**src/hw/rtl/cpcsat_pkg.sv**
```systemverilog
package cpcsat_pkg;

  // vertex store size and derived widths
  localparam int MaxVertices = 16;
  localparam int AddrW       = $clog2(MaxVertices);
  localparam int CntW        = $clog2(MaxVertices + 1);

  // fixed-point widths
  localparam int CoordW    = 24;
  localparam int VtxW      = 2 * CoordW;
  localparam int EdgeW     = CoordW + 1;
  localparam int AxisW     = 32;
  localparam int ProdW     = AxisW + EdgeW;
  localparam int ProjW     = ProdW;
  localparam int OvW       = ProjW + 1;
  localparam int LsqW      = 52;
  localparam int LenW      = 26;
  localparam int QuotW     = 31;
  localparam int StepW     = 5;
  localparam int SqrtSteps = 26;
  localparam int DivSteps  = QuotW;
  localparam int QueueDepth = 2;
  localparam int QPtrW     = $clog2(QueueDepth);
  localparam int QCntW     = $clog2(QueueDepth + 1);

  localparam logic [LsqW-1:0] SqrtBit0 = LsqW'(1) << (2 * (SqrtSteps - 1));
  localparam logic signed [OvW-1:0] OvMax = {1'b0, {(OvW - 1){1'b1}}};

  typedef struct packed {
    logic                     which_shape;
    logic signed [CoordW-1:0] vertex_x;
    logic signed [CoordW-1:0] vertex_y;
    logic                     last_vertex;
  } in_word_t;

  typedef struct packed {
    logic                    collided;
    logic signed [AxisW-1:0] axis_x;
    logic signed [AxisW-1:0] axis_y;
    logic                    too_many_vertices;
  } out_word_t;

  // test command handed from the loader to the engine
  typedef struct packed {
    logic [CntW-1:0] n1;
    logic [CntW-1:0] n2;
    logic            trunc;
  } cmd_t;

  // vertex store write port
  typedef struct packed {
    logic             we1;
    logic             we2;
    logic [AddrW-1:0] addr;
    logic [VtxW-1:0]  data;
  } store_wr_t;

  typedef enum logic [4:0] {
    B_IDLE,
    B_START,
    B_EDGE_A,
    B_EDGE_B,
    B_EDGE_D,
    B_SQ_X,
    B_SQ_Y,
    B_SQ_SUM,
    B_SQRT,
    B_DIV,
    B_PRJ_RD,
    B_PRJ_X,
    B_PRJ_Y,
    B_PRJ_ACC,
    B_OVL,
    B_NEXT,
    B_PASS_END,
    B_OUT
  } back_state_e;

endpackage

```
**src/hw/rtl/cpcsat_front.sv**
```systemverilog
module cpcsat_front (
  input  logic                  clk_i,
  input  logic                  rst_ni,
  input  logic                  in_valid_i,
  output logic                  in_stall_o,
  input  cpcsat_pkg::in_word_t  in_data_i,
  output cpcsat_pkg::store_wr_t wr_o,
  output logic                  push_o,
  output cpcsat_pkg::cmd_t      cmd_o,
  input  logic                  q_full_i,
  input  logic                  done_i
);

  logic [cpcsat_pkg::CntW-1:0] cnt1_q, cnt1_d, cnt2_q, cnt2_d, n1_base;
  logic                        trunc_q, trunc_d, closed_q, closed_d, busy_q, busy_d;
  logic                        accept;

  assign in_stall_o = busy_q | q_full_i;
  assign accept     = in_valid_i & ~in_stall_o;
  assign n1_base    = closed_q ? '0 : cnt1_q;

  // vertex classification and store write
  always_comb begin
    cnt1_d   = cnt1_q;
    cnt2_d   = cnt2_q;
    trunc_d  = trunc_q;
    closed_d = closed_q;
    busy_d   = busy_q;
    push_o   = 1'b0;
    wr_o     = '0;
    wr_o.data = {in_data_i.vertex_x, in_data_i.vertex_y};
    cmd_o    = '0;
    if (done_i) busy_d = 1'b0;
    if (accept) begin
      if (!in_data_i.which_shape) begin
        wr_o.addr = n1_base[cpcsat_pkg::AddrW-1:0];
        if (n1_base < cpcsat_pkg::CntW'(cpcsat_pkg::MaxVertices)) begin
          wr_o.we1 = 1'b1;
          cnt1_d   = n1_base + 1'b1;
        end else begin
          cnt1_d  = n1_base;
          trunc_d = 1'b1;
        end
        closed_d = in_data_i.last_vertex;
      end else begin
        wr_o.addr = cnt2_q[cpcsat_pkg::AddrW-1:0];
        if (cnt2_q < cpcsat_pkg::CntW'(cpcsat_pkg::MaxVertices)) begin
          wr_o.we2 = 1'b1;
          cnt2_d   = cnt2_q + 1'b1;
        end else begin
          trunc_d = 1'b1;
        end
        // last vertex of the second polygon starts a test
        if (in_data_i.last_vertex) begin
          push_o      = 1'b1;
          cmd_o.n1    = cnt1_q;
          cmd_o.n2    = cnt2_d;
          cmd_o.trunc = trunc_d;
          cnt1_d      = '0;
          cnt2_d      = '0;
          trunc_d     = 1'b0;
          closed_d    = 1'b0;
          busy_d      = 1'b1;
        end
      end
    end
  end

  always_ff @(posedge clk_i or negedge rst_ni) begin
    if (!rst_ni) begin
      cnt1_q   <= '0;
      cnt2_q   <= '0;
      trunc_q  <= 1'b0;
      closed_q <= 1'b0;
      busy_q   <= 1'b0;
    end else begin
      cnt1_q   <= cnt1_d;
      cnt2_q   <= cnt2_d;
      trunc_q  <= trunc_d;
      closed_q <= closed_d;
      busy_q   <= busy_d;
    end
  end

endmodule

```
**config.mk**
```make
export PLATFORM = sky130hd
export DESIGN_NAME = cpcsat_front
export DESIGN_NICKNAME = d
export VERILOG_FILES = /design/src/hw/rtl/cpcsat_pkg.sv /design/src/hw/rtl/cpcsat_front.sv
export SDC_FILE = /design/constraint.sdc
export NUM_CORES = 1
export LEC_CHECK = 0
export BUFFER_PORTS_ARGS = -buffer_cell sky130_fd_sc_hd__buf_2
export CAP_MARGIN = 20
export CORE_MARGIN = 2
export CORE_UTILIZATION = 34
export CTS_CLUSTER_SIZE = 12
export DETAILED_ROUTE_END_ITERATION = 8
export GPL_ROUTABILITY_DRIVEN = 1
export HOLD_SLACK_MARGIN = 0.08
export PLACE_DENSITY = 0.78
export SLEW_MARGIN = 10
export SYNTH_ARGS = -nofsm -noshare
export SYNTH_HDL_FRONTEND = slang
export SYNTH_SLANG_ARGS = --single-unit
```
**constraint.sdc**
```tcl
create_clock -name clk_i -period 1.4 [get_ports clk_i]
set_input_delay 0.28 -clock clk_i [delete_from_list [all_inputs] [get_ports clk_i]]
set_output_delay 0.28 -clock clk_i [all_outputs]
set_load 0.005 [all_outputs]
```
# Word level (Yosys, flattened, before mapping)
# Index checks and enable logic that the tools add are counted.
# op_classes
n_addsub	2
order_cmp	2
n_eq_ne	2
n_mux	28
bitwise_logic	3
reduce_logical	3
# op_table
operator	n
$mux W11	3
$mux W5	6
$mux W1	17
$add A5 B1 Y5 const B	2
$lt A5 B5 Y1 const B	2
$mux W6	1
$reduce_and A2 Y1	3
$mux W4	1
$ne A2 B2 Y1 const B	2
$and A1 B1 Y1	1
$not A1 Y1	1
$or A1 B1 Y1	1
# totals
register_bits	13
input_bits	55
output_inout_bits	67
wordCells	45

# Logic depth before layout (Yosys ltp)
# depth
depth_word	5
depth_mapped	5
ltp_nobuf	5

# Least setup slack after synthesis
# No wires, ideal clock.
# synth_timing
kind	reg2out
startpoint	register busy_q
endpoint	output wr_o[48] (netlist name)
arrival_ns	1.238
t_required_ns	1.120
slack_ns	-0.118
path_stages_with_launch	5
n_path_buf	1
path_cell_list	dfrtp_1 > or3b_1 > buf_2 > nor2_2 > a22o_1
# synth_lines
item	line_no	rtl
start: declaration	cpcsat_front.sv:15	logic trunc_q, trunc_d, closed_q, closed_d, busy_q, busy_d;
start signal: assignment	cpcsat_front.sv:81	busy_q <= busy_d;
end: declaration	cpcsat_front.sv:7	output cpcsat_pkg::store_wr_t wr_o,

==> summary.md <==
| Metric | Value |
|---|---|
| Fin util | `0.430` |
| CP peak stage delay | `450 ps` |
| Failing checks | `negative setup slack` |
| CP Depth | `4` |
| Row count | `22` |
| Flop-to-flop setup slack | `-290 ps` |
| Area of the multi-input gates | `686 um2` |
| CP required | `1120 ps` |
| Post-Syn Instances | `156` |
| Largest net degree at the start of global routing | `14` |
| Initial Utilization | `0.358` |
| Final wirelength | `3210 um` |
| WP buf/inv | `1` |
| Crit path kind | `register to primary output` |
| Max Freq | `562 MHz` |
| Die area | `4400 um2` |
| Clk_lat worst skew | `250 ps` |
| Maxcap violations | `0` |
| I/O pin total | `122` |
| RR Startpoint | `busy_q$_DFF_PN0_` |
| Final Non-Filler Cells | `219` |
| CTS tree | `yes` |
| Crit start category | `register` |
| DRC | `0` |
| HPWL after DPL | `2120 um` |
| Register area | `325 um2` |
| First-pass GRT wire length | `4840 um` |
| CTS Buffer Depth | `2` |
| Synth Area in Simple Gates | `0.257` |
| Synth unique cells | `45` |
| Area of the mapped netlist | `1320 um2` |
| Setup WS post-layout | `-379 ps` |
| Gr usage total | `0.147` |
| Peak VDD IR | `0.000890 V` |
| GR Overflow Total | `0` |
| Final setup vio count | `27` |
| RSZ-0062 raised after global routing | `true` |
| Synth Area in Adders | `0.0189` |
| Placed insts | `202` |
| Seq cells post-synth | `13` |
| Final hold viol count | `0` |
| Die Width | `66.3 um` |
| HP Class | `input pin to register` |
| Post-synthesis sequential area ratio | `0.246` |
| FF-to-FF path depth | `6` |
| Lkg Pwr | `0.766 nW` |
| Die height | `66.3 um` |
| Largest family of logic cells by synthesized area | `buffers and inverters` |
| Xor/xnor cell area share of the yosys netlist | `0.00663` |
| Vias/cell | `5.00` |
| Initial antenna violation count | `0` |
| Top Family by Delay on Critical Path | `simple AND/OR/NAND/NOR gates` |
| DRT iter0 DRCs | `40` |
| Hold WS | `204 ps` |
| Status | `complete, but fails checks` |
| Area of the core | `3690 um2` |
| Fill cells | `370` |
| Port Buffer Count | `25` |
| Clk sinks | `13` |
| Final ANT Viol Nets | `0` |
| Yosys warns | `0` |
| CP Cell Sequence | `or3b_4 -> nor2_4 -> a22o_1 -> buf_2` |
| DR pass1 iterations | `4` |
| CP endpoint | `wr_o[48]` |
| CTS Root Cell | `clkbuf_8` |
| Max FO, Critical Path | `5` |
| Diode count | `0` |
| Setup_tns | `-6840 ps` |
| Vias in the first global route | `1,047` |
| CP max stage cell | `or3b_4` |
| GP Congestion | `0.786` |
| Area Growth Syn to Fin | `20.0%` |
| Worst slew pin tran | `355 ps` |
| Synth Area in Compound Gates | `0.165` |
| Mapped Avg Cell Area | `8.47 um2` |
| Crit path from | `busy_q$_DFF_PN0_` |
| Crit end category | `primary output` |
| H-tree depth | `1` |
| Clock slew at reported path FFs | `60 ps` |
| Mux share of post-synthesis cell area | `0` |
| Pwr dens | `1060 nW/um2` |
| Syn Nets | `213` |
| Post-Route Skew | `0.562 ps` |
| Final worst path period share | `1.27` |
| Via count | `1,094` |
| Tmin final | `1780 ps` |
| R2r endpoint | `cnt1_q[3]$_DFFE_PN0P_` |
| Cts bufs inserted | `3` |
| Layout cells sized above 1 | `0.526` |
| Detailed-route wire length per cell | `14.7 um` |
| Critical path arrival | `1500 ps` |
| Max-slew violations | `0` |
| NumNets Final | `229` |
| Slew HR | `0.762` |
| Pwr Total | `1.68 mW` |
## cell families after synthesis
kind of cell               count (synthesis)
AOI/OAI and AO/OA                         28
xor gates and xnor gates                   1
adders and majority gates                  2
buffers and inverters                     59
DFF                                       13
and+or+nand+nor                           53
## layout make-up
type                            count  area share
Tap cell                           48      0.0379
Clock buffer                        4      0.0284
Sequential cell                    13       0.205
Timing Repair Buffer               65       0.284
Inverter                            5      0.0118
Multi-Input combinational cell     84       0.433
## cell usage after synthesis (all sizes together)
library cell,n,share of area
and4bb,1,0.0095
dfrtp,13,0.25
nand2,8,0.023
nor2b,5,0.024
o21bai,2,0.011
a21oi,4,0.015
a311oi,1,0.0066
a22o,5,0.033
nor4b,2,0.023
nand3,4,0.019
nor3,3,0.011
clkbuf,2,0.0057
nand2b,3,0.014
and2,4,0.019
nor3b,1,0.0095
a221o,1,0.0076
o211ai,3,0.025
buf,52,0.29
inv,5,0.014
a211o,1,0.0066
o2bb2ai,1,0.0066
nand4bb,1,0.0085
a41oi,1,0.0066
ha,2,0.019
xor2,1,0.0066
nor2,10,0.030
nand4b,2,0.013
a31oi,1,0.0047
nor4,1,0.0047
or3b,1,0.0066
o21ai,4,0.015
a32o,1,0.0076
or4,3,0.023
or2,4,0.019
o22a,2,0.013
o21a,1,0.0057
## power by group
part	total [mW]	internal, mW	switching, mW	leakage, nW
clock	0.353	0.202	0.151	0.0228
combinational	0.795	0.447	0.348	0.577
sequential	0.532	0.454	0.0781	0.166
total	1.68	1.10	0.578	0.766
## repair_timing
action,4_1_cts,5_1_grt
resized for setup,13,12
endpoints found under the setup margin,25,29
buffers inserted,10,4
endpoints found under the hold margin,13,0
hold buffers,1,0
pin swaps,10,5
## registers in the layout, indices dropped and copies added, names as in the netlist
| register | cells |
|---|---|
| closed_q | 1 |
| busy_q | 1 |
| cnt1_q | 5 |
| trunc_q | 1 |
| cnt2_q | 5 |
## worst reg2reg max path, cell delays in order, from the launching register on
cell and delay, ps:
dfrtp_1 410, or3b_4 450, buf_4 150, buf_6 100
buf_6 130, a311oi_2 220, o21bai_1 110
## cells in the final DEF (no fill, tap or decap), types with 4 or more instances in the layout
master   count
nor2_1       9
inv_1        4
a22o_1       5
nand2_1      8
dfrtp_1     13
and2_1       4
buf_4       33
a21oi_1      4
buf_2       25
buf_6        6
## through the flow
stage	setup WS (ps)	area [um2]
3_5_place_dp	-247	1330
3_3_place_gp	-214	1330
4_1_cts	-390	1520
6_report	-379	1590
5_1_grt	-459	1590
2_1_floorplan	-49.4	1330
## per-layer routing
layer | up-vias | GRT usage | wire length [um]
met5 | - | 0 | 0
met3 | 6 | 0.0392 | 248
met2 | 54 | 0.234 | 1610
met4 | 0 | 0.0995 | 73
li1 | 522 | - | -
met1 | 512 | 0.171 | 1280
## worst min path at each step
stage / start / endpoint / slack (ps) / cells after the start
detailed placement: rst_ni / cnt2_q[3]$_DFFE_PN0P_ / 190 / 1
floorplan: rst_ni / busy_q$_DFF_PN0_ / -20 / 0
global route: done_i / busy_q$_DFF_PN0_ / 210 / 2
global placement: rst_ni / cnt2_q[3]$_DFFE_PN0P_ / 190 / 1
CTS: done_i / busy_q$_DFF_PN0_ / 200 / 2
finish: done_i / busy_q$_DFF_PN0_ / 200 / 2
(Power assumes the default switching activity.)
