File: src/hw/rtl/cpcsat_ram.sv
module cpcsat_ram #(
  parameter int Width = 48,
  parameter int Depth = 16
) (
  input  logic                     clk_i,
  input  logic                     we_i,
  input  logic [$clog2(Depth)-1:0] waddr_i,
  input  logic [Width-1:0]         wdata_i,
  input  logic [$clog2(Depth)-1:0] raddr_i,
  output logic [Width-1:0]         rdata_o
);

  logic [Width-1:0] mem_q [Depth];

  // one write port, registered read
  always_ff @(posedge clk_i) begin
    if (we_i) begin
      mem_q[waddr_i] <= wdata_i;
    end
    rdata_o <= mem_q[raddr_i];
  end

endmodule

File: config.mk
export PLATFORM = sky130hd
export DESIGN_NAME = cpcsat_ram
export DESIGN_NICKNAME = d
export VERILOG_FILES = /design/src/hw/rtl/cpcsat_ram.sv
export SDC_FILE = /design/constraint.sdc
export NUM_CORES = 1
export LEC_CHECK = 0
export BUFFER_PORTS_ARGS = -buffer_cell sky130_fd_sc_hd__buf_2
export CORE_MARGIN = 2
export CORE_UTILIZATION = 57
export DETAILED_ROUTE_END_ITERATION = 10
export GPL_ROUTABILITY_DRIVEN = 0
export PLACE_DENSITY_LB_ADDON = 0.15
export SLEW_MARGIN = 20
export SYNTH_ARGS = -nofsm -noshare
export SYNTH_HDL_FRONTEND = slang
export SYNTH_SLANG_ARGS = --single-unit
File: constraint.sdc
create_clock -name clk_i -period 10.9 [get_ports clk_i]
set_input_delay 1.09 -clock clk_i [delete_from_list [all_inputs] [get_ports clk_i]]
set_output_delay 1.09 -clock clk_i [all_outputs]
set_load 0.005 [all_outputs]
# Word-level counts from Yosys, hierarchy flattened
# Memories as Yosys holds them, arrays and structs flattened. A register that Yosys moved wholly into a read port is not among the register bits.
# Index checks and enable logic that the tools add are counted.
dict set report totals {
  word_cells 3
  memories 1
  in_bits 58
  regBits 0
  mem_bits_rw 768
  output_inout_bits 48
}
dict set report classes {
  muxes 2
}
# name depth word_bits rd rd_clocked_by_memory_dff write_ports line_no
set memory_table {}
lappend memory_table {mem_q 16 48 1 1 1 13} ;# logic [Width-1:0] mem_q [Depth];
# op n
set op_table {}
lappend op_table {{1-bit two-way mux} 2}

# Depth between registers and ports, before layout
# Gate-level depths: netlist of run 1.
dict set report depth {
  word_depth 2
  depth_mapped 6
}

# Least setup slack after synthesis of run 1
# OpenSTA, ideal clock, no wires.
dict set report synth_path {
  path_kind {input port to flip-flop}
  startpoint {input waddr_i[2]}
  endpoint {memory mem_q[0][0] (enable)}
  slack_ps 5506
  t_required_ps 10387
  t_arrival_ps 4881
  setup_ps 513
  stages 2
  path_cell_list {or3b_2 > nor3_1}
}
# item line_no
set synth_rtl {}
lappend synth_rtl {{from (decl)} 7} ;# input logic [$clog2(Depth)-1:0] waddr_i,
lappend synth_rtl {{to (decl)} 13}
# No word-level cell before the write port.

==> results of run 1 <==
## cell type report
class | instances | area (µm²)
Multi-Input combinational cell | 363 | 5492
Antenna cell | 4 | 10.01
Fill cell | 3288 | 17650
Timing Repair Buffer | 130 | 732.0
Sequential cell | 816 | 24020
Clock buffer | 104 | 2183
Clock inverter | 38 | 460.4
Tap cell | 680 | 850.8
## per-layer routing
layer  routed length (µm)  up-vias
met3                 4229       99
met5                   23        -
li1                     -     5607
met4                 1348        4
met1                24970     7151
met2                31200      532
## worst max-delay path: stages
cell	delay [ns]
buf_8	0.60
buf_4	0.84
buf_4	0.67
mux4_2	0.59
a22oi_1	0.19
nand2_1	0.09
## cell usage in the layout (no fill, tap or decap), types with 3 or more instances in the layout
| master | instances |
|---|---|
| mux4_2 | 192 |
| nand2_1 | 49 |
| nor3_2 | 4 |
| clkinvlp_4 | 3 |
| diode_2 | 4 |
| buf_2 | 103 |
| clkbuf_16 | 81 |
| a22oi_1 | 96 |
| nor2_4 | 13 |
| buf_4 | 25 |
| clkbuf_1 | 16 |
| dfxtp_1 | 48 |
| edfxtp_1 | 768 |
| clkinv_2 | 14 |
| bufinv_16 | 11 |
| clkinv_1 | 10 |
| clkbuf_8 | 8 |
## registers in the layout, indices dropped and copies added, names as in the netlist
name and cells:
mem_q 768, rdata_o 48
## worst max-delay path by stage
stage,to
finish,rdata_o[5]
floorplan,mem_q[0][0]
detailed placement,rdata_o[5]
global route,rdata_o[0]
global placement,rdata_o[16]
CTS,rdata_o[5]
## power groups by stage
stage	clock, mW	combinational, mW	sequential [mW]
global route	2.92	0.314	3.54
CTS	2.81	0.294	3.53
global placement	0	0.287	3.59
detailed placement	0	0.293	3.60
floorplan	0	0.167	3.59
finish	2.76	0.288	3.53
## cells by family after synthesis
kind of cell	share of synthesized area, %
AO/OA/AOI/OAI	2.427
buffers and inverters	1.058
flip-flops	80.90
multiplexers	14.56
AND/OR/NAND/NOR	1.053
==> results.py, run 1 <==
metrics = {
    "synth": {
        "synth_edf_count": 768,
        "synth_top_cell_by_area": "edfxtp_1",
        "synth_flop_cell": "edfxtp_1",
        "syn_nets": 1300,
        "ys_seq_area_share_pct": 80.90,
        "yosys-top-cells-count": "edfxtp_1 (768), mux4_2 (192), a22oi_1 (96), nand2_1 (49), dfxtp_1 (48)",
        "netlist.area_leader.share_pct": 77.66,
        "yosys_warnings": 0,
        "synth_area_leaders": "edfxtp_1 (78%), mux4_2 (15%), dfxtp_1 (3.2%)",
        "yosysMostFrequentCell": "edfxtp_1",
        "async_flop_share_pct": 0,
        "synth-seq-cells": 816,
        "avgSynthCellArea_um2": 23.91,
        "synth_cell_types": 17,
        "netlist_instances": 1242,
        "synth_area_um2": 29690,
    },
    "placement": {
        "port_buffers": 105,
        "pre_cts_ws_ns": 6.431,
        "place.detailed.hpwl_mm": 26.21,
        "placed_area_um2": 31100,
        "dpl.cell_count": 1989,
    },
    "flow_run": {
        "drv_cap": 0,
    },
    "detailed_routing": {
        "routed_wl_mm": 61.77,
        "avgRoutedWirePerCell_um": 28.93,
        "final_antenna_net_count": 0,
        "drtIter0Drc": 1279,
        "vias": 13390,
        "dr.pass1.iters": 5,
        "avgViaCountPerCell": 6.273,
        "drc": 0,
    },
    "die": {
        "initial_core_util_pct": 57.77,
        "die_x_um": 232.2,
        "die_h_um": 232.2,
        "dieArea_um2": 53940,
        "coreArea_um2": 51410,
        "rows": 83,
        "ios": 106,
    },
    "clock_tree": {
        "cts_buffer_depth": 3,
        "htree_levels": 3,
        "clockRootBuffer": "clkbuf_16",
        "cts-buffers-inserted": 78,
        "cts.repair.resized": 0,
        "clock_sink_count": 816,
        "clk_pin_slew_ns": 0.06,
        "cts_setup_buffers": 0,
        "cts_hold_buffers": 0,
        "clkLatencyLatePin_ns": 0.61,
        "cts_tree": "done",
    },
    "sta": {
        "max_slew_margin_pct": 27.47,
        "slew_viol_final": 0,
        "fin_tns_setup_ns": 0,
        "fmax_ghz": 0.2665,
        "final.period_utilization_pct": 34.42,
        "worst_slack_ns": 7.148,
        "setup_viol": 0,
        "skew_ns": 0.02177,
        "rsz0062_at_grt": "false",
        "hold_viol": 0,
        "fin_crit_ns": 3.752,
        "hold_ws_ns": 0.6560,
        "worst_pin_slew_ns": 1.088,
    },
    "hold_path": {
        "holdCritPathClass": "register to register",
        "min_from": "mem_q[14][17]",
        "min_to": "rdata_o[17]",
        "hold_depth": 3,
    },
    "layout": {
        "area_growth_pct": 13.66,
        "finish.instance_area_um2": 33750,
        "layout-drive-gt1-share_pct": 31.63,
        "finalNonFillerCells": 2135,
        "post-route-util_pct": 65.66,
        "final_nets": 1447,
    },
    "critical_path": {
        "critPathMaxFanout": 72,
        "worstRegToRegCells": 3,
        "start_kind": "input pin",
        "arrival_ns": 4.23,
        "crit_start": "raddr_i[0]",
        "r2r-end": "rdata_o[7]",
        "critical_path_required_ns": 11.38,
        "reg2reg_setup_slack_ns": 9.57,
        "end_kind": "register",
        "r2r-start": "mem_q[2][7]",
        "crit_type": "input pin to register",
    },
    "global_routing": {
        "grt_use_met2_pct": 39.22,
        "grtUsageMet1_pct": 33.39,
        "grt_usage_pct": 23.89,
        "grt_pass1_vias": 13860,
        "overflow": 0,
        "antenna_found_initial": 6,
        "grt_max_degree": 73,
        "met3_usage_pct": 4.371,
        "grt_pass1_wl_mm": 91.11,
        "grt-busiest-layer": "met2",
    },
    "power": {
        "ir_drop_uv": 144.8,
        "power_density_nw_per_um2": 195.0,
        "p_int_mw": 5.295,
        "power_mw": 6.580,
        "netSwitchingPower_mw": 1.285,
        "power_leakage_nw": 10.87,
        "power_frac_seq_pct": 53.7,
        "switching_share_pct": 19.53,
        "combPwrFrac_pct": 4.4,
        "clkPwrFrac_pct": 42.0,
    },
    "outcome": {
        "status": "finished clean",
    },
}
No activity file was read; power rests on OpenSTA's default activity.
==> run 2, diff against run 1 <==
- CORE_UTILIZATION: 57 -> 55
- clock period: 10.9 -> 3.4 ns (I/O delays scaled with it)
==> run 2 against run 1 <==
Design area is 0.75% higher. Flip-flop and latch count unchanged. Combinational power increased to 3.4 times the previous value. Count of clock-buffer cells in the layout is 12 higher. Hold slack worse by 0.55 ns. Global-route usage down 1.7 points. Critical path depth is 2 lower. Setup slack got worse by 5.4 ns. Largest cell class unchanged.
==> results.py, run 2 (synthesized netlist as in run 1, its figures left out) <==
metrics = {
    "global_routing": {
        "grt_pass1_wl_mm": 90.54,
        "overflow": 0,
        "antenna_found_initial": 2,
        "grt_pass1_vias": 14070,
        "grt_usage_pct": 22.15,
        "grt_max_degree": 49,
    },
    "placement": {
        "port_buffers": 105,
        "place.detailed.hpwl_mm": 31.21,
        "dpl.cell_count": 2022,
        "pre_cts_ws_ns": 1.118,
    },
    "detailed_routing": {
        "dr.pass1.iters": 5,
        "avgViaCountPerCell": 6.100,
        "drtIter0Drc": 1264,
        "drc": 0,
        "routed_wl_mm": 59.67,
        "avgRoutedWirePerCell_um": 27.50,
        "final_antenna_net_count": 0,
        "vias": 13240,
    },
    "layout": {
        "layout-drive-gt1-share_pct": 32.04,
        "final_nets": 1466,
        "largest_register_ffs": 768,
        "finalNonFillerCells": 2170,
        "final_cell_mix": "edfxtp_1 (768), mux4_2 (192), buf_2 (103), a22oi_1 (96), clkbuf_16 (83)",
        "top_regs": "mem_q (768), rdata_o (48)",
        "layout_commonest_cell": "edfxtp_1",
        "area_growth_pct": 14.51,
        "fillerInstances": 3614,
        "largest_register": "mem_q",
    },
    "flow_run": {
        "drv_cap": 0,
    },
    "hold_path": {
        "hold_depth": 1,
        "holdCritPathClass": "input pin to register",
        "min_from": "wdata_i[19]",
        "min_to": "mem_q[11][19]",
    },
    "power": {
        "p_int_mw": 16.47,
        "power_density_nw_per_um2": 607.1,
        "clkPwrFrac_pct": 40.5,
        "switching_share_pct": 20.21,
        "power_mw": 20.64,
        "ir_drop_uv": 481.1,
        "power_frac_seq_pct": 54.8,
        "combPwrFrac_pct": 4.7,
        "power_leakage_nw": 10.95,
        "netSwitchingPower_mw": 4.172,
    },
    "sta": {
        "slew_viol_final": 0,
        "setup_viol": 0,
        "rsz0062_at_grt": "false",
        "fmax_ghz": 0.6088,
        "skew_ns": 0.01066,
        "worst_pin_slew_ns": 0.8383,
        "worst_slack_ns": 1.757,
        "max_slew_margin_pct": 44.11,
        "fin_tns_setup_ns": 0,
        "final.period_utilization_pct": 48.31,
        "fin_crit_ns": 1.643,
        "hold_viol": 0,
    },
    "critical_path": {
        "critPathMaxFanout": 18,
        "critical_path_required_ns": 3.68,
        "r2r-start": "mem_q[11][35]",
        "reg2reg_setup_slack_ns": 1.99,
        "arrival_ns": 1.93,
        "worstRegToRegCells": 3,
        "end_kind": "register",
        "r2r-end": "rdata_o[35]",
        "crit_type": "input pin to register",
        "start_kind": "input pin",
    },
    "clock_tree": {
        "clk_pin_slew_ns": 0.06,
        "cts_hold_buffers": 0,
        "clock_sink_count": 816,
        "cts_buffer_depth": 3,
        "htree_levels": 3,
        "clkLatencyLatePin_ns": 0.61,
        "cts.repair.resized": 0,
        "clockRootBuffer": "clkbuf_16",
        "cts-buffers-inserted": 80,
        "cts_tree": "done",
        "cts_setup_buffers": 0,
    },
    "die": {
        "die_h_um": 236.4,
        "rows": 85,
        "initial_core_util_pct": 55.40,
        "dieArea_um2": 55870,
        "die_x_um": 236.4,
        "ios": 106,
        "coreArea_um2": 53600,
    },
    "outcome": {
        "status": "finished clean",
    },
}
[run 2: cell count changes in the layout (fill, tap and decap cells not counted), sizes merged]
cell / before / now
buf: 129 / 146
inv: 0 / 3
clkinv: 24 / 23
clkbuf: 105 / 117
diode: 4 / 1
bufinv: 11 / 2
[run 2: routing by layer]
| layer | part of all wire, % | GRT usage (%) |
|---|---|---|
| met3 | 6.0 | 3.417 |
| met4 | 1.6 | 5.754 |
| met2 | 50 | 35.94 |
| met5 | 0.032 | 0 |
| met1 | 43 | 32.16 |
[run 2: power groups by stage]
stage | logic, mW | clock network [mW] | registers (mW)
2_1_floorplan | 0.534 | 0 | 11.5
3_5_place_dp | 0.987 | 0 | 11.5
5_1_grt | 1.05 | 8.95 | 11.3
4_1_cts | 0.988 | 8.53 | 11.3
3_3_place_gp | 0.969 | 0 | 11.5
6_report | 0.969 | 8.36 | 11.3
[run 2: worst max path at each step]
stage	start	end	slack [ns]	cells after the start
6_report	waddr_i[1]	mem_q[15][14]	1.76	4
3_5_place_dp	waddr_i[0]	mem_q[15][3]	1.12	4
4_1_cts	waddr_i[0]	mem_q[15][44]	1.76	4
3_3_place_gp	waddr_i[0]	mem_q[14][43]	1.16	4
2_1_floorplan	waddr_i[2]	mem_q[1][0]	0.06	2
5_1_grt	waddr_i[0]	mem_q[15][44]	1.65	4
[run 2: through the flow]
step	util (%)	area, µm²	hold WS (ns)
2_1_floorplan	-	29710	0.4389
3_3_place_gp	58.78	31510	0.6541
3_5_place_dp	58.78	31510	0.6653
4_1_cts	63.43	34000	0.06411
5_1_grt	63.43	34000	0.09151
6_report	63.44	34000	0.1032
[run 2: final cells by class]
class                   count  area, µm²  area share [%]
clock buffers             116       2281           6.708
diodes                      1      2.502        0.007359
clock inverters            31      211.5          0.6219
multi-input cells         363       5517           16.22
flip-flops and latches    816      24020           70.65
well taps                 696      870.8           2.561
repair buffers            147       1097           3.227
[run 2: worst max-delay path: stages]
cell	delay (ns)
buf_2	0.23
nand2_1	0.29
nor2_4	0.65
buf_4	0.39
==> run 3, diff against run 2 <==
- clock period: 3.4 -> 1.45 ns (I/O delays scaled with it)
==> run 3 against run 2 <==
Global-route usage is 0.41 points higher. Die area did not move. Clock skew hardly changed. Clock power increased by 140%. Combinational power rose to 2.7 times the previous value. Largest cell class unchanged. Register-to-register slack worse by 2.0 ns. Critical path type is now register to register.
==> results.py, run 3 (synthesized netlist as in run 1, its figures left out) <==
metrics = {
    "detailed_routing": {
        "avgViaCountPerCell": 6.014,
        "avgRoutedWirePerCell_um": 26.46,
        "drc": 0,
        "drtIter0Drc": 1330,
        "dr.pass1.iters": 5,
        "vias": 13760,
        "final_antenna_net_count": 0,
        "routed_wl_mm": 60.54,
    },
    "power": {
        "clkPwrFrac_pct": 41.0,
        "ir_drop_uv": 1516,
        "p_int_mw": 39.54,
        "power_frac_seq_pct": 53.8,
        "combPwrFrac_pct": 5.2,
        "power_density_nw_per_um2": 1384,
        "netSwitchingPower_mw": 9.828,
        "switching_share_pct": 19.91,
        "power_mw": 49.37,
        "power_leakage_nw": 11.72,
    },
    "layout": {
        "final_cell_mix": "edfxtp_1 (768), mux4_2 (192), buf_2 (103), a22oi_1 (96), clkbuf_16 (85)",
        "layout_commonest_cell": "edfxtp_1",
        "fillerInstances": 3432,
        "multi_input_area_um2": 5549,
        "top_regs": "mem_q (768), rdata_o (48)",
        "largest_register": "mem_q",
        "final_nets": 1581,
        "regArea_um2": 24020,
        "layout-drive-gt1-share_pct": 34.40,
        "post-route-util_pct": 66.55,
        "largest_register_ffs": 768,
        "area_growth_pct": 20.12,
        "finish.instance_area_um2": 35670,
    },
    "clock_tree": {
        "cts-buffers-inserted": 81,
        "clkLatencyLatePin_ns": 0.62,
        "cts_tree": "done",
        "htree_levels": 3,
        "clockRootBuffer": "clkbuf_16",
        "cts_buffer_depth": 3,
        "clk_pin_slew_ns": 0.06,
        "cts_setup_buffers": 0,
        "clock_sink_count": 816,
    },
    "global_routing": {
        "antenna_found_initial": 3,
        "overflow": 0,
        "grt_usage_pct": 22.56,
        "grt_pass1_vias": 14530,
        "grt_max_degree": 49,
        "grt_pass1_wl_mm": 91.86,
    },
    "die": {
        "rows": 85,
        "die_x_um": 236.4,
        "ios": 106,
        "coreArea_um2": 53600,
        "dieArea_um2": 55870,
        "die_h_um": 236.4,
        "initial_core_util_pct": 55.40,
    },
    "critical_path": {
        "r2r-start": "mem_q[3][44]",
        "critPathMaxFanout": 1,
        "cp_slowest_cell": "mux4_2",
        "arrival_ns": 1.89,
        "endpoint": "rdata_o[44]",
        "crit_type": "register to register",
        "cp_top_family": "multiplexers",
        "worstRegToRegCells": 3,
        "reg2reg_setup_slack_ns": 0.04,
        "start_kind": "register",
        "critical_path_required_ns": 1.93,
        "cpPeakStageDelay_ns": 0.46,
        "end_kind": "register",
        "r2r-end": "rdata_o[44]",
        "crit_start": "mem_q[3][44]",
        "path_cells": "mux4_2, a22oi_1, nand2_1",
        "critPathBufInv": 0,
        "cp.depth": 3,
    },
    "placement": {
        "placed_area_um2": 32590,
        "place.detailed.hpwl_mm": 34.65,
        "port_buffers": 105,
        "pre_cts_ws_ns": -0.2765,
    },
    "flow_run": {
        "drv_cap": 0,
    },
    "sta": {
        "setup_viol": 0,
        "rsz0062_at_grt": "false",
        "slew_viol_final": 0,
        "worst_slack_ns": 0.03891,
        "fmax_ghz": 0.7087,
        "hold_ws_ns": 0.1229,
        "skew_ns": 0.01029,
        "max_slew_margin_pct": 74.99,
        "final.period_utilization_pct": 97.32,
        "fin_crit_ns": 1.411,
        "worst_pin_slew_ns": 0.3751,
        "hold_viol": 0,
    },
    "hold_path": {
        "holdCritPathClass": "input pin to register",
    },
    "outcome": {
        "status": "finished clean",
    },
}
[run 3: how the worst min path moves through the flow]
stage	startpoint	end	slack [ns]	cells after the start
2_1_floorplan	wdata_i[0]	mem_q[0][0]	0.24	0
3_3_place_gp	wdata_i[27]	mem_q[13][27]	0.51	1
3_5_place_dp	rdata_o[15]	rdata_o[15]	0.52	1
4_1_cts	raddr_i[1]	rdata_o[15]	0.09	4
5_1_grt	raddr_i[1]	rdata_o[15]	0.13	4
6_report	raddr_i[1]	rdata_o[15]	0.12	4
[run 3: area by class of cell]
type,count,area share [%]
Antenna cell,2,0.01403
Clock buffer,109,6.300
Clock inverter,41,0.9822
Multi-Input combinational cell,363,15.56
Sequential cell,816,67.35
Tap cell,696,2.441
Timing Repair Buffer,261,7.356
[run 3: power groups by stage]
stage / Combinational (mW) / Clock, mW / Sequential, mW
6_report: 2.59 / 20.2 / 26.5
2_1_floorplan: 1.33 / 0 / 27.0
3_5_place_dp: 2.52 / 0 / 27.0
5_1_grt: 2.80 / 21.6 / 26.6
3_3_place_gp: 2.47 / 0 / 27.0
4_1_cts: 2.63 / 20.7 / 26.5
[run 3: per-stage QoR]
step                      setup TNS (ns)  instances
final                                  0       2288
after floorplan                  -287.21       1242
after global routing                   0       2288
after detailed placement          -62.90       2088
after global placement            -58.34       2088
after CTS                              0       2286
[run 3: repair_timing]
action,in CTS,in global routing
hold buffers,48,0
endpoints found under the setup margin,0,0
hold endpoints to repair,768,0
resized for setup,0,0
[run 3: layer usage]
metal	wire (µm)	vias up	track usage (%)
met3	3704	73	3.546
met1	25750	7352	32.97
met4	1264	2	6.732
met2	29810	442	35.90
met5	13	-	0
li1	-	5891	-
[run 3: worst register-to-register path, delay by kind of cell (launching register included)]
kind | cells | cell delay (ns)
flops | 1 | 0.36
mux | 1 | 0.47
compound gates | 1 | 0.34
simple gates | 1 | 0.12
