--- src/hw/rtl/cpcsat_pkg.sv ---
package cpcsat_pkg;

  // vertex store size and derived widths
  localparam int MaxVertices = 16;
  localparam int AddrW       = $clog2(MaxVertices);
  localparam int CntW        = $clog2(MaxVertices + 1);

  // fixed-point widths
  localparam int CoordW    = 24;
  localparam int VtxW      = 2 * CoordW;
  localparam int EdgeW     = CoordW + 1;
  localparam int AxisW     = 32;
  localparam int ProdW     = AxisW + EdgeW;
  localparam int ProjW     = ProdW;
  localparam int OvW       = ProjW + 1;
  localparam int LsqW      = 52;
  localparam int LenW      = 26;
  localparam int QuotW     = 31;
  localparam int StepW     = 5;
  localparam int SqrtSteps = 26;
  localparam int DivSteps  = QuotW;
  localparam int QueueDepth = 2;
  localparam int QPtrW     = $clog2(QueueDepth);
  localparam int QCntW     = $clog2(QueueDepth + 1);

  localparam logic [LsqW-1:0] SqrtBit0 = LsqW'(1) << (2 * (SqrtSteps - 1));
  localparam logic signed [OvW-1:0] OvMax = {1'b0, {(OvW - 1){1'b1}}};

  typedef struct packed {
    logic                     which_shape;
    logic signed [CoordW-1:0] vertex_x;
    logic signed [CoordW-1:0] vertex_y;
    logic                     last_vertex;
  } in_word_t;

  typedef struct packed {
    logic                    collided;
    logic signed [AxisW-1:0] axis_x;
    logic signed [AxisW-1:0] axis_y;
    logic                    too_many_vertices;
  } out_word_t;

  // test command handed from the loader to the engine
  typedef struct packed {
    logic [CntW-1:0] n1;
    logic [CntW-1:0] n2;
    logic            trunc;
  } cmd_t;

  // vertex store write port
  typedef struct packed {
    logic             we1;
    logic             we2;
    logic [AddrW-1:0] addr;
    logic [VtxW-1:0]  data;
  } store_wr_t;

  typedef enum logic [4:0] {
    B_IDLE,
    B_START,
    B_EDGE_A,
    B_EDGE_B,
    B_EDGE_D,
    B_SQ_X,
    B_SQ_Y,
    B_SQ_SUM,
    B_SQRT,
    B_DIV,
    B_PRJ_RD,
    B_PRJ_X,
    B_PRJ_Y,
    B_PRJ_ACC,
    B_OVL,
    B_NEXT,
    B_PASS_END,
    B_OUT
  } back_state_e;

endpackage

--- src/hw/rtl/cpcsat_queue.sv ---
module cpcsat_queue (
  input  logic              clk_i,
  input  logic              rst_ni,
  input  logic              push_i,
  input  cpcsat_pkg::cmd_t  cmd_i,
  input  logic              pop_i,
  output cpcsat_pkg::cmd_t  cmd_o,
  output logic              not_empty_o,
  output logic              full_o
);

  cpcsat_pkg::cmd_t                   slot_q [cpcsat_pkg::QueueDepth];
  logic [cpcsat_pkg::QPtrW-1:0]       wr_q, rd_q;
  logic [cpcsat_pkg::QCntW-1:0]       cnt_q;
  logic                               do_push, do_pop;

  assign full_o      = (cnt_q == cpcsat_pkg::QCntW'(cpcsat_pkg::QueueDepth));
  assign not_empty_o = (cnt_q != '0);
  assign cmd_o       = slot_q[rd_q];
  assign do_push     = push_i & ~full_o;
  assign do_pop      = pop_i & not_empty_o;

  // payload slots
  always_ff @(posedge clk_i) begin
    if (do_push) begin
      slot_q[wr_q] <= cmd_i;
    end
  end

  // pointers and fill level
  always_ff @(posedge clk_i or negedge rst_ni) begin
    if (!rst_ni) begin
      wr_q  <= '0;
      rd_q  <= '0;
      cnt_q <= '0;
    end else begin
      if (do_push) wr_q <= wr_q + 1'b1;
      if (do_pop)  rd_q <= rd_q + 1'b1;
      if (do_push && !do_pop) cnt_q <= cnt_q + 1'b1;
      else if (do_pop && !do_push) cnt_q <= cnt_q - 1'b1;
    end
  end

endmodule

--- config.mk ---
export PLATFORM = sky130hd
export DESIGN_NAME = cpcsat_queue
export DESIGN_NICKNAME = d
export VERILOG_FILES = /design/src/hw/rtl/cpcsat_pkg.sv /design/src/hw/rtl/cpcsat_queue.sv
export SDC_FILE = /design/constraint.sdc
export NUM_CORES = 1
export LEC_CHECK = 0
export BUFFER_PORTS_ARGS = -buffer_cell sky130_fd_sc_hd__buf_2
export CELL_PAD_IN_SITES_DETAIL_PLACEMENT = 1
export CELL_PAD_IN_SITES_GLOBAL_PLACEMENT = 1
export CORE_UTILIZATION = 25
export CTS_CLUSTER_SIZE = 24
export DETAILED_ROUTE_END_ITERATION = 7
export PLACE_DENSITY = 0.57
export SLEW_MARGIN = 20
export SYNTH_ARGS = -nofsm -noshare
export SYNTH_HDL_FRONTEND = slang
export SYNTH_SLANG_ARGS = --single-unit
export TNS_END_PERCENT = 50
--- constraint.sdc ---
create_clock -name clk_i -period 1.6 [get_ports clk_i]
set_clock_uncertainty 0.15 [all_clocks]
set_input_delay 0.08 -clock clk_i [delete_from_list [all_inputs] [get_ports clk_i]]
set_output_delay 0.08 -clock clk_i [all_outputs]
set_load 0.01 [all_outputs]
# Yosys cells after proc, flatten, opt, wreduce, memory -nomap -nowiden

Memories as Yosys holds them, arrays and structs flattened.
Cells that the tools add are included.

RAM bits: 22
Memories: 1
Input bits: 15
Bits in registers: 4
Output and inout bits: 13
Word-level logic and storage cells: 22

Add/sub/neg operators: 4
Reduce and logical (&&, ||, !) cells: 6
Mux-type cells: 4
Bitwise operators: 3
Eq/ne operators: 1

Memory list:

| name   | words | width | read ports | clocked after Yosys merged registers in | write ports | RTL line           | source |
|---|---|---|---|---|---|---|---|
| slot_q | 2     | 11    | 1          | 0                                       | 1           | cpcsat_queue.sv:12 | `cpcsat_pkg::cmd_t slot_q [cpcsat_pkg::QueueDepth];` |

Operators by type and width:

| operator                                                           | number |
|---|---|
| 2-bit 2-to-1 mux                                                   | 2 |
| 2-bit nonzero test                                                 | 2 |
| 1-bit adder, second input constant                                 | 2 |
| 2-bit by 1-bit adder with 2-bit output, second input constant      | 1 |
| 1-bit bitwise AND                                                  | 2 |
| 2-bit equality test, second input constant                         | 1 |
| 1-bit logical AND                                                  | 2 |
| 1-bit zero test                                                    | 2 |
| 1-bit 2-to-1 mux                                                   | 2 |
| 2-bit by 1-bit subtractor with 2-bit output, second input constant | 1 |
| 1-bit NOT                                                          | 1 |

# Longest topological paths before layout

Gate-level depths: netlist of the first run.

Depth in word-level cells: 7
Mapped depth: 7
Gate-level depth less buffers: 7

# Least setup slack after synthesis of the first run

No wires, ideal clock.

Kind: reg-to-reg
Start: register cnt_q[0] in the netlist's numbering
End: memory slot_q[0][0] in the netlist's numbering (enable)
Required time: 1072 ps
Buffers on the path: 0
Period minus slack after synthesis: 1639 ps
Slack: -39 ps
Cell stages (with the launch flop): 4
Data arrival time: 1110 ps
Library setup time: 378 ps
Cell sequence: dfrtp_1 -> nand2b_1 -> nand2_2 -> nor2_1

Longest elaborated chain between the ends: 5

Ends and longest elaborated chain:

| element                                | RTL line           | source |
|---|---|---|
| from (decl)                            | cpcsat_queue.sv:14 | `logic [cpcsat_pkg::QCntW-1:0] cnt_q;` |
| from (signal assigned)                 | cpcsat_queue.sv:39 | `if (do_push && !do_pop) cnt_q <= cnt_q + 1'b1;` |
| from (signal assigned)                 | cpcsat_queue.sv:40 | `else if (do_pop && !do_push) cnt_q <= cnt_q - 1'b1;` |
| 2-bit equality test                    | cpcsat_queue.sv:17 | `assign full_o = (cnt_q == cpcsat_pkg::QCntW'(cpcsat_pkg::QueueDepth));` |
| 1-bit NOT                              | cpcsat_queue.sv:20 | `assign do_push = push_i & ~full_o;` |
| 1-bit bitwise AND                      | cpcsat_queue.sv:20 |  |
| 1-bit 2-to-1 mux                       | cpcsat_queue.sv:25 | `if (do_push) begin` |
| 1-bit 2-to-1 mux (implied by the code) | cpcsat_queue.sv:26 | `slot_q[wr_q] <= cmd_i;` |
| to (decl)                              | cpcsat_queue.sv:12 |  |

Every way passes these cells.

# Worst setup path after layout of the first run

Start: register cnt_q[1] in the netlist's numbering
End: register cnt_q[1] in the netlist's numbering

Longest elaborated chain between the ends: 6
Elaborated cells between the ends (all ways): 14
Classes of those cells: 2 x add/sub; 1 x eq/ne; 2 x mux; 3 x bitwise; 6 x reduce/logical

Ends and longest elaborated chain:

| element                             | RTL line |
|---|---|
| 2-bit equality test                 | cpcsat_queue.sv:17 |
| 1-bit NOT                           | cpcsat_queue.sv:20 |
| 1-bit bitwise AND                   | cpcsat_queue.sv:20 |
| 1-bit zero test                     | cpcsat_queue.sv:40 |
| 1-bit logical AND                   | cpcsat_queue.sv:40 |
| 2-bit nonzero test (no source line) | -- |

Parallel ways exist; a longest one is shown, timed or not. The select of a mux whose other input is x is not followed.
A chain may end at the register's enable or synchronous reset.

==> impl_metrics.json, run 1 <==
{
  "status": "finished clean",
  "synthDistinctLibCells": 15,
  "io_pins": 28,
  "synth_area_per_cell_um2": 19.6,
  "antennaDiodeCount": 0,
  "maxSlewHeadroom": 0.856,
  "grt_pass1_wl_um": 2770,
  "drt_iter0_markers": 5,
  "yosysSeqAreaShare": 0.732,
  "period_needed_ns": 1.56,
  "grt_setup_unrepaired": "yes",
  "final_util": 0.386,
  "place.gp.congestion": 0.633,
  "setup_violations": 0,
  "crit_arrival_ns": 1.57,
  "hp-start": "wr_q$_DFFE_PN0N_",
  "drtPass1Iterations": 4,
  "drc": 0,
  "synth_top_area_cell": "edfxtp_1",
  "crit_chain": "or2_4 > nand2_4 > ha_4 > xor2_2 > nor2_2 > xor2_1",
  "ys_ff_latch": 26,
  "fin_crit_sh": 0.977,
  "power_leakage_nw": 0.646,
  "cts_buffer_depth": 2,
  "cts_buffers": 3,
  "layout.nets": 123,
  "clk_latency_ns": 0.26,
  "synth_top_area_share": 0.635,
  "hpwl_um": 1250,
  "core_area_um2": 4000,
  "clk_pin_slew_ns": 0.09,
  "ctsRootBufferMaster": "clkbuf_8",
  "synthCells": 53,
  "setup_ws_ns": 0.0364,
  "instances_no_fill": 156,
  "wl_per_cell_um": 12.5,
  "final_cell_mix": "27 x buf_2, 22 x edfxtp_1, 15 x dlygate4sd3_1",
  "grt.total_usage": 0.0909,
  "max_cap_viol_count": 0,
  "dp.cells": 133,
  "first_global_vias": 633,
  "die_area_um2": 4420,
  "cts_sinks": 26,
  "grt.overflow.total": 0,
  "crit_start": "cnt_q[1]$_DFFE_PN0P_",
  "cp-end-kind": "flop",
  "via_per_inst": 3.93,
  "synth_nets": 69,
  "dp_slack_ns": -0.0365,
  "layout_commonest_cell": "buf_2",
  "hp-class": "reg -> reg",
  "timing.fmax_ghz": 0.640,
  "start_util": 0.260,
  "die_x_um": 66.5,
  "rows": 23,
  "crit_path_start_kind": "flop",
  "place.port_buffers": 27,
  "critical_path_buf_inv_count": 0,
  "grt_antenna_before_repair": 0,
  "grt_max_degree": 15,
  "tightest_slew_ns": 0.216,
  "num-fill-cells": 423,
  "area_growth_pct": 48.6,
  "die_h_um": 66.5,
  "num_vias": 613,
  "ant_nets": 0,
  "routed_wl_um": 1950,
  "yosys_warnings": 0,
  "htree_levels": 1,
  "critPathRequiredTime_ns": 1.61,
  "critical_path.max_fanout": 2,
  "seq_area_um2": 761,
  "ir_drop_uv": 767,
  "netlist_area_um2": 1040,
  "drive_gt1_frac": 0.557,
  "multi_input_area_um2": 298,
  "slowest_stage": "dfrtp_1",
  "reg2reg_from": "cnt_q[1]$_DFFE_PN0P_",
  "p_per_area_nw_per_um2": 1660,
  "tritoncts": "built",
  "worst-setup-path-type": "reg -> reg",
  "slew_violations": 0,
  "critPathTopFamily": "simple AND/OR/NAND/NOR gates",
  "yosys-top-cells-area": "edfxtp_1 64%, mux2_4 13%, dfrtp_1 9.6%",
  "hold_viol": 0,
  "cpPeakStageDelay_ns": 0.41
}
## what timing repair did
action | 4_1_cts | 5_1_grt
gates resized for setup | 2 | 6
setup buffers | 3 | 1
endpoints found under the hold margin | 28 | 0
endpoints found under the setup margin | 1 | 9
pin swaps | 0 | 3
hold buffers | 15 | 0
## sequential cells by signal, summed over array words and instances, names as in the netlist
register  flops
slot_q       22
rd_q          1
cnt_q         2
wr_q          1
## synth_stat cells (all sizes together)
cell,instances
and3,1
buf,1
dfrtp,4
edfxtp,22
ha,1
inv,2
mux2,11
nand2,2
nand2b,1
nor2,2
or2,1
xnor2,3
xor2,2
## power by group
part	leakage (nW)	internal (mW)	switching [mW]
Sequential	0.251	0.942	0.0753
Combinational	0.366	0.638	0.503
Clock	0.0288	0.219	0.188
Total	0.646	1.80	0.767
## logic make-up after synthesis
logic type	after synthesis	share of synthesized area
adders and majority gates	1	0.0120
DFF	26	0.732
and+or+nand+nor	7	0.0445
xor gates and xnor gates	5	0.0421
muxes	11	0.152
buffers and inverters	3	0.0181
## area by class of cell
class,instances,area share
Clock buffer,4,0.0356
Timing Repair Buffer,50,0.234
Multi-Input combinational cell,24,0.193
Inverter,2,0.00486
Sequential cell,26,0.492
Tap cell,50,0.0405
## per-stage QoR
step | instance area (µm²) | total power [mW] | setup TNS [ns] | hold slack (ns)
3_5_place_dp | 1270 | 1.98 | -0.0365 | -0.253
2_1_floorplan | 1040 | 1.64 | 0 | -0.366
4_1_cts | 1510 | 2.50 | 0 | 0.370
3_3_place_gp | 1270 | 1.94 | 0 | -0.258
5_1_grt | 1550 | 2.72 | -0.0249 | 0.390
6_report | 1550 | 2.57 | 0 | 0.368
## path summary, 6_finish.rpt
kind	endpoint	cells past startpoint	slack (ns)
setup reg to reg	cnt_q[1]$_DFFE_PN0P_	6	0.04
hold / removal	wr_q$_DFFE_PN0N_	1	0.37
max in group asynchronous	rd_q$_DFFE_PN0P_	3	0.56
hold reg to reg	wr_q$_DFFE_PN0N_	1	0.37
setup / recovery	cnt_q[1]$_DFFE_PN0P_	6	0.04
min in group asynchronous	cnt_q[1]$_DFFE_PN0P_	3	0.56
## per-layer routing
| metal | GRT usage | part of all wire | routed length (µm) |
|---|---|---|---|
| met4 | 0.0479 | 0.016 | 32 |
| met1 | 0.0953 | 0.38 | 743 |
| met5 | 0 | 0 | 0 |
| met2 | 0.171 | 0.57 | 1110 |
| met3 | 0.0154 | 0.033 | 65 |
Note: power is estimated with default switching activity, not from simulation.
==> run 2: changes to the inputs <==
--- a/config.mk
+++ b/config.mk
@@ -9,8 +9,8 @@
 export CELL_PAD_IN_SITES_DETAIL_PLACEMENT = 1
 export CELL_PAD_IN_SITES_GLOBAL_PLACEMENT = 1
-export CORE_UTILIZATION = 25
+export CORE_UTILIZATION = 37
 export CTS_CLUSTER_SIZE = 24
 export DETAILED_ROUTE_END_ITERATION = 7
-export PLACE_DENSITY = 0.57
+export PLACE_DENSITY = 0.77
 export SLEW_MARGIN = 20
 export SYNTH_ARGS = -nofsm -noshare
==> constraint.sdc (replaced) <==
create_clock -name clk_i -period 1.6 [get_ports clk_i]
set_clock_uncertainty 0.15 [all_clocks]
set_input_delay 0.16 -clock clk_i [delete_from_list [all_inputs] [get_ports clk_i]]
set_output_delay 0.16 -clock clk_i [all_outputs]
set_load 0.01 [all_outputs]
==> run 2 against run 1 <==
The run now ends with negative setup slack left. First-iteration DRC count is 60% lower. Via count is 0.33% higher. Critical path depth is 3 lower. Worst hold slack worse by 0.35 ns. Cell area is 0.81% lower. Critical endpoint is now cmd_o[0]. Largest cell class unchanged.
==> impl_metrics.json, run 2 (synthesis results as in run 1) <==
{
  "cts_sinks": 26,
  "worst-setup-path-type": "reg -> out",
  "start_util": 0.405,
  "tritoncts": "built",
  "critPathRequiredTime_ns": 1.29,
  "final_util": 0.597,
  "timing.fmax_ghz": 0.615,
  "first_global_vias": 633,
  "cp-end-kind": "primary output",
  "die_x_um": 55.0,
  "cts_buffers": 3,
  "via_per_inst": 4.59,
  "ir_drop_uv": 1050,
  "crit_arrival_ns": 1.32,
  "dp_slack_ns": -0.0228,
  "grt_antenna_before_repair": 0,
  "rows": 18,
  "combPwrFrac": 0.485,
  "layout_commonest_cell": "edfxtp_1",
  "grt_max_degree": 15,
  "place.port_buffers": 27,
  "ant_nets": 0,
  "fin_area_um2": 1530,
  "fin_crit_sh": 1.02,
  "status": "finished, violations left",
  "ctsRootBufferMaster": "clkbuf_4",
  "place_area_um2": 1260,
  "hpwl_um": 1230,
  "timing.reg2reg.setup_slack_ns": 0,
  "crit_path_start_kind": "flop",
  "grt_pass1_wl_um": 2740,
  "hp-class": "in -> async",
  "switching_share": 0.295,
  "max_cap_viol_count": 0,
  "reg2reg_from": "cnt_q[1]$_DFFE_PN0P_",
  "drtPass1Iterations": 2,
  "place.gp.congestion": 0.573,
  "final_cell_mix": "22 x edfxtp_1, 18 x buf_2, 14 x dlygate4sd3_1",
  "p_sw_mw": 0.745,
  "grt_setup_unrepaired": "yes",
  "htree_levels": 1,
  "largest-register": "slot_q",
  "reg_top3": "slot_q: 22 flops, cnt_q: 2 flops",
  "grt.total_usage": 0.139,
  "cts_buffer_depth": 2,
  "clk_latency_ns": 0.31,
  "setup_ws_ns": -0.0257,
  "p_per_area_nw_per_um2": 1650,
  "ff2ff_path_depth": 6,
  "die_area_um2": 3030,
  "num-fill-cells": 251,
  "p_clk_frac": 0.107,
  "num_vias": 615,
  "p_seq_frac": 0.408,
  "maxSlewHeadroom": 0.887,
  "power_mw": 2.53,
  "io_pins": 28,
  "layout.nets": 121,
  "r2r_end": "cnt_q[1]$_DFFE_PN0P_",
  "violations": "negative setup slack",
  "wl_per_cell_um": 13.5,
  "power.internal_mw": 1.78,
  "drt_iter0_markers": 2,
  "antennaDiodeCount": 0,
  "area_growth_pct": 47.4,
  "critical_path.max_fanout": 10,
  "grt.overflow.total": 0,
  "clk_pin_slew_ns": 0.13,
  "power_leakage_nw": 0.647,
  "hold_viol": 0,
  "drc": 0,
  "routed_wl_um": 1810,
  "slew_violations": 0,
  "period_needed_ns": 1.63,
  "die_h_um": 55.0,
  "largest_reg_flops": 22,
  "drive_gt1_frac": 0.529,
  "tightest_slew_ns": 0.169,
  "setup_tns_ns": -0.224,
  "setup_violations": 11,
  "core_area_um2": 2570
}
run 2: cell types whose count changed in the layout (fill, tap and decap cells not counted), sizes merged:
cell / previous run / this run
buf: 35 / 34
clkbuf: 4 / 3
clkinv: 0 / 1
dlygate4sd3: 15 / 14
run 2: critical path, cell delays in order (launching register included):
cell and delay, ns:
dfrtp_1 0.43, buf_12 0.16, mux2_4 0.30, buf_6 0.12
run 2: layout make-up:
| type | instances | area, µm² | area share |
|---|---|---|---|
| Tap cell | 30 | 37.5 | 0.0245 |
| Timing Repair Buffer | 48 | 422 | 0.275 |
| Clock inverter | 1 | 3.75 | 0.00245 |
| Sequential cell | 26 | 762 | 0.497 |
| Multi-Input combinational cell | 24 | 278 | 0.181 |
| Clock buffer | 3 | 22.5 | 0.0147 |
| Inverter | 2 | 7.51 | 0.00490 |
run 2: how the worst max path moves through the flow:
| stage | from | end | slack (ns) |
|---|---|---|---|
| final | rd_q$_DFFE_PN0P_ | cmd_o[0] | -0.03 |
| after floorplan | cnt_q[0]$_DFFE_PN0P_ | cnt_q[1]$_DFFE_PN0P_ | 0.11 |
| after detailed placement | cnt_q[0]$_DFFE_PN0P_ | cnt_q[1]$_DFFE_PN0P_ | -0.02 |
| after CTS | rd_q$_DFFE_PN0P_ | cmd_o[3] | -0.04 |
| after global placement | cnt_q[0]$_DFFE_PN0P_ | cnt_q[1]$_DFFE_PN0P_ | 0.07 |
| after global routing | rd_q$_DFFE_PN0P_ | cmd_o[1] | -0.08 |
run 2: power groups by stage:
stage | clock (mW) | combinational [mW] | sequential [mW]
4_1_cts | 0.282 | 1.21 | 1.03
5_1_grt | 0.299 | 1.32 | 1.05
3_5_place_dp | 0 | 0.960 | 1.05
3_3_place_gp | 0 | 0.935 | 1.04
6_report | 0.271 | 1.22 | 1.03
2_1_floorplan | 0 | 0.623 | 1.02
run 2: metrics by stage:
step                      cells  hold slack, ns
after floorplan              53          -0.286
after global placement      112          -0.179
after detailed placement    112          -0.175
after CTS                   133         0.00148
after global routing        134         0.00848
final                       134          0.0187
run 2: metal layers:
layer / track usage / vias up / share of wire
met5: 0 / - / 0
met2: 0.265 / 20 / 0.56
met4: 0.0750 / 0 / 0.015
met1: 0.141 / 293 / 0.39
li1: - / 298 / -
met3: 0.0246 / 4 / 0.041
run 2: what timing repair did:
item | 4_1_cts | 5_1_grt
pin swaps | 2 | 1
setup endpoints to repair | 10 | 12
hold buffers | 14 | 0
resized for setup | 10 | 3
buffers inserted | 3 | 1
hold endpoints to repair | 28 | 0
==> run 3: changes to the inputs <==
CORE_UTILIZATION = 30   (was 37)
PLACE_DENSITY = 0.65   (was 0.77)
SLEW_MARGIN = 10   (was 20)
==> run 3 against run 2 <==
The flow still finishes with violations (negative setup slack). Die area increased by 22%. Clock power increased by 3%. Cell count increased by 10%. First-iteration DRC count increased to 7.5 times the previous value. Power decreased by 3.3%. Combinational power decreased by 9%.
==> impl_metrics.json, run 3 (synthesis results as in run 1) <==
{
  "status": "finished, violations left",
  "violations": "negative setup slack",
  "grt_use_met3": 0.0256,
  "setup_tns_ns": -0.561,
  "wl_per_cell_um": 12.6,
  "gr-usage-met1": 0.116,
  "grt_busiest_layer": "met2",
  "drive_gt1_frac": 0.529,
  "p_sw_mw": 0.738,
  "p_per_area_nw_per_um2": 1610,
  "setup_violations": 10,
  "grt.total_usage": 0.111,
  "max_cap_viol_count": 0,
  "area_growth_pct": 45.7,
  "htree_levels": 1,
  "largest-register": "slot_q",
  "drt_iter0_markers": 15,
  "io_pins": 28,
  "hpwl_um": 1250,
  "first_global_vias": 655,
  "grt_antenna_before_repair": 0,
  "start_util": 0.312,
  "power.internal_mw": 1.70,
  "setup_ws_ns": -0.0614,
  "cts_buffers": 3,
  "worst-setup-path-type": "reg -> out",
  "core_area_um2": 3340,
  "rows": 21,
  "critical_path.max_fanout": 5,
  "combPwrFrac": 0.456,
  "power_leakage_nw": 0.627,
  "p_clk_frac": 0.114,
  "ir_drop_uv": 660,
  "slew_violations": 0,
  "tritoncts": "built",
  "timing.fmax_ghz": 0.602,
  "reg_top3": "slot_q: 22 flops, cnt_q: 2 flops",
  "grt_setup_unrepaired": "yes",
  "final_cell_mix": "22 x edfxtp_1, 18 x buf_2, 14 x dlygate4sd3_1",
  "maxSlewHeadroom": 0.879,
  "antennaDiodeCount": 0,
  "ctsRootBufferMaster": "clkbuf_4",
  "gr-usage-met2": 0.206,
  "place.port_buffers": 27,
  "critPathRequiredTime_ns": 1.29,
  "ant_nets": 0,
  "fin_crit_sh": 1.04,
  "tightest_slew_ns": 0.181,
  "cts_buffer_depth": 2,
  "crit_path_start_kind": "flop",
  "clk_pin_slew_ns": 0.14,
  "grt_max_degree": 15,
  "hold_viol": 0,
  "fin_area_um2": 1520,
  "final_util": 0.454,
  "largest_reg_flops": 22,
  "num_vias": 615,
  "switching_share": 0.302,
  "die_x_um": 60.9,
  "hp-class": "in -> async",
  "place.gp.congestion": 0.607,
  "clk_latency_ns": 0.31,
  "cp-end-kind": "primary output",
  "place_area_um2": 1250,
  "via_per_inst": 4.16,
  "num-fill-cells": 337,
  "drc": 0,
  "p_seq_frac": 0.430,
  "die_h_um": 60.9,
  "grt.overflow.total": 0,
  "die_area_um2": 3710,
  "layout_commonest_cell": "edfxtp_1",
  "crit_arrival_ns": 1.35,
  "drtPass1Iterations": 4,
  "cts_sinks": 26,
  "grt_pass1_wl_um": 2790,
  "layout.nets": 119,
  "period_needed_ns": 1.66,
  "routed_wl_um": 1870
}
## run 3: layout make-up
cell class	count	area (µm²)	share of cell area
multi-input cells	24	285	0.188
clock inverters	1	3.75	0.00248
well taps	46	57.6	0.0380
clock buffers	3	22.5	0.0149
repair buffers	46	377	0.249
inverters	2	7.51	0.00495
flip-flops and latches	26	762	0.503
## run 3: power by group through the flow
stage | clock, mW | sequential [mW] | combinational, mW
2_1_floorplan | 0 | 1.02 | 0.623
3_3_place_gp | 0 | 1.04 | 0.869
3_5_place_dp | 0 | 1.05 | 0.887
4_1_cts | 0.285 | 1.05 | 1.10
5_1_grt | 0.310 | 1.07 | 1.21
6_report | 0.278 | 1.05 | 1.11
## run 3: routing by layer
metal | routed length (µm) | vias to the layer above
li1 | - | 290
met1 | 778 | 305
met2 | 1010 | 18
met3 | 63 | 2
met4 | 14 | 0
met5 | 0 | -
## run 3: what timing repair did
item,in CTS,in global routing
setup buffers,1,0
hold endpoints to repair,28,0
endpoints found under the setup margin,12,12
gates resized for setup,13,2
pin swaps,0,0
hold buffers,14,0
## run 3: critical path, cell delays in order (launching register included)
cell and delay [ns]:
dfrtp_2 0.47, buf_6 0.15, mux2_4 0.30, buf_6 0.12
## run 3: final timing paths
kind	startpoint	end	slack, ns	depth (start not counted)
max	rd_q$_DFFE_PN0P_	cmd_o[5]	-0.06	3
min	rst_ni	wr_q$_DFFE_PN0N_	0.005	2
max reg2reg	cnt_q[1]$_DFFE_PN0P_	cnt_q[1]$_DFFE_PN0P_	0.03	6
min reg2reg	wr_q$_DFFE_PN0N_	wr_q$_DFFE_PN0N_	0.38	1
max in group asynchronous	rst_ni	rd_q$_DFFE_PN0P_	1.16	2
min in group clk_i	wr_q$_DFFE_PN0N_	wr_q$_DFFE_PN0N_	0.38	1
## run 3: stage by stage
step	setup WS, ns	hold WS (ns)	instances	total power, mW
CTS	-0.0723	0.00213	148	2.44
global route	-0.112	0.00374	148	2.59
detailed placement	-0.0151	-0.175	129	1.94
finish	-0.0614	0.00456	148	2.44
floorplan	0.106	-0.286	53	1.64
global placement	0.0777	-0.175	129	1.91
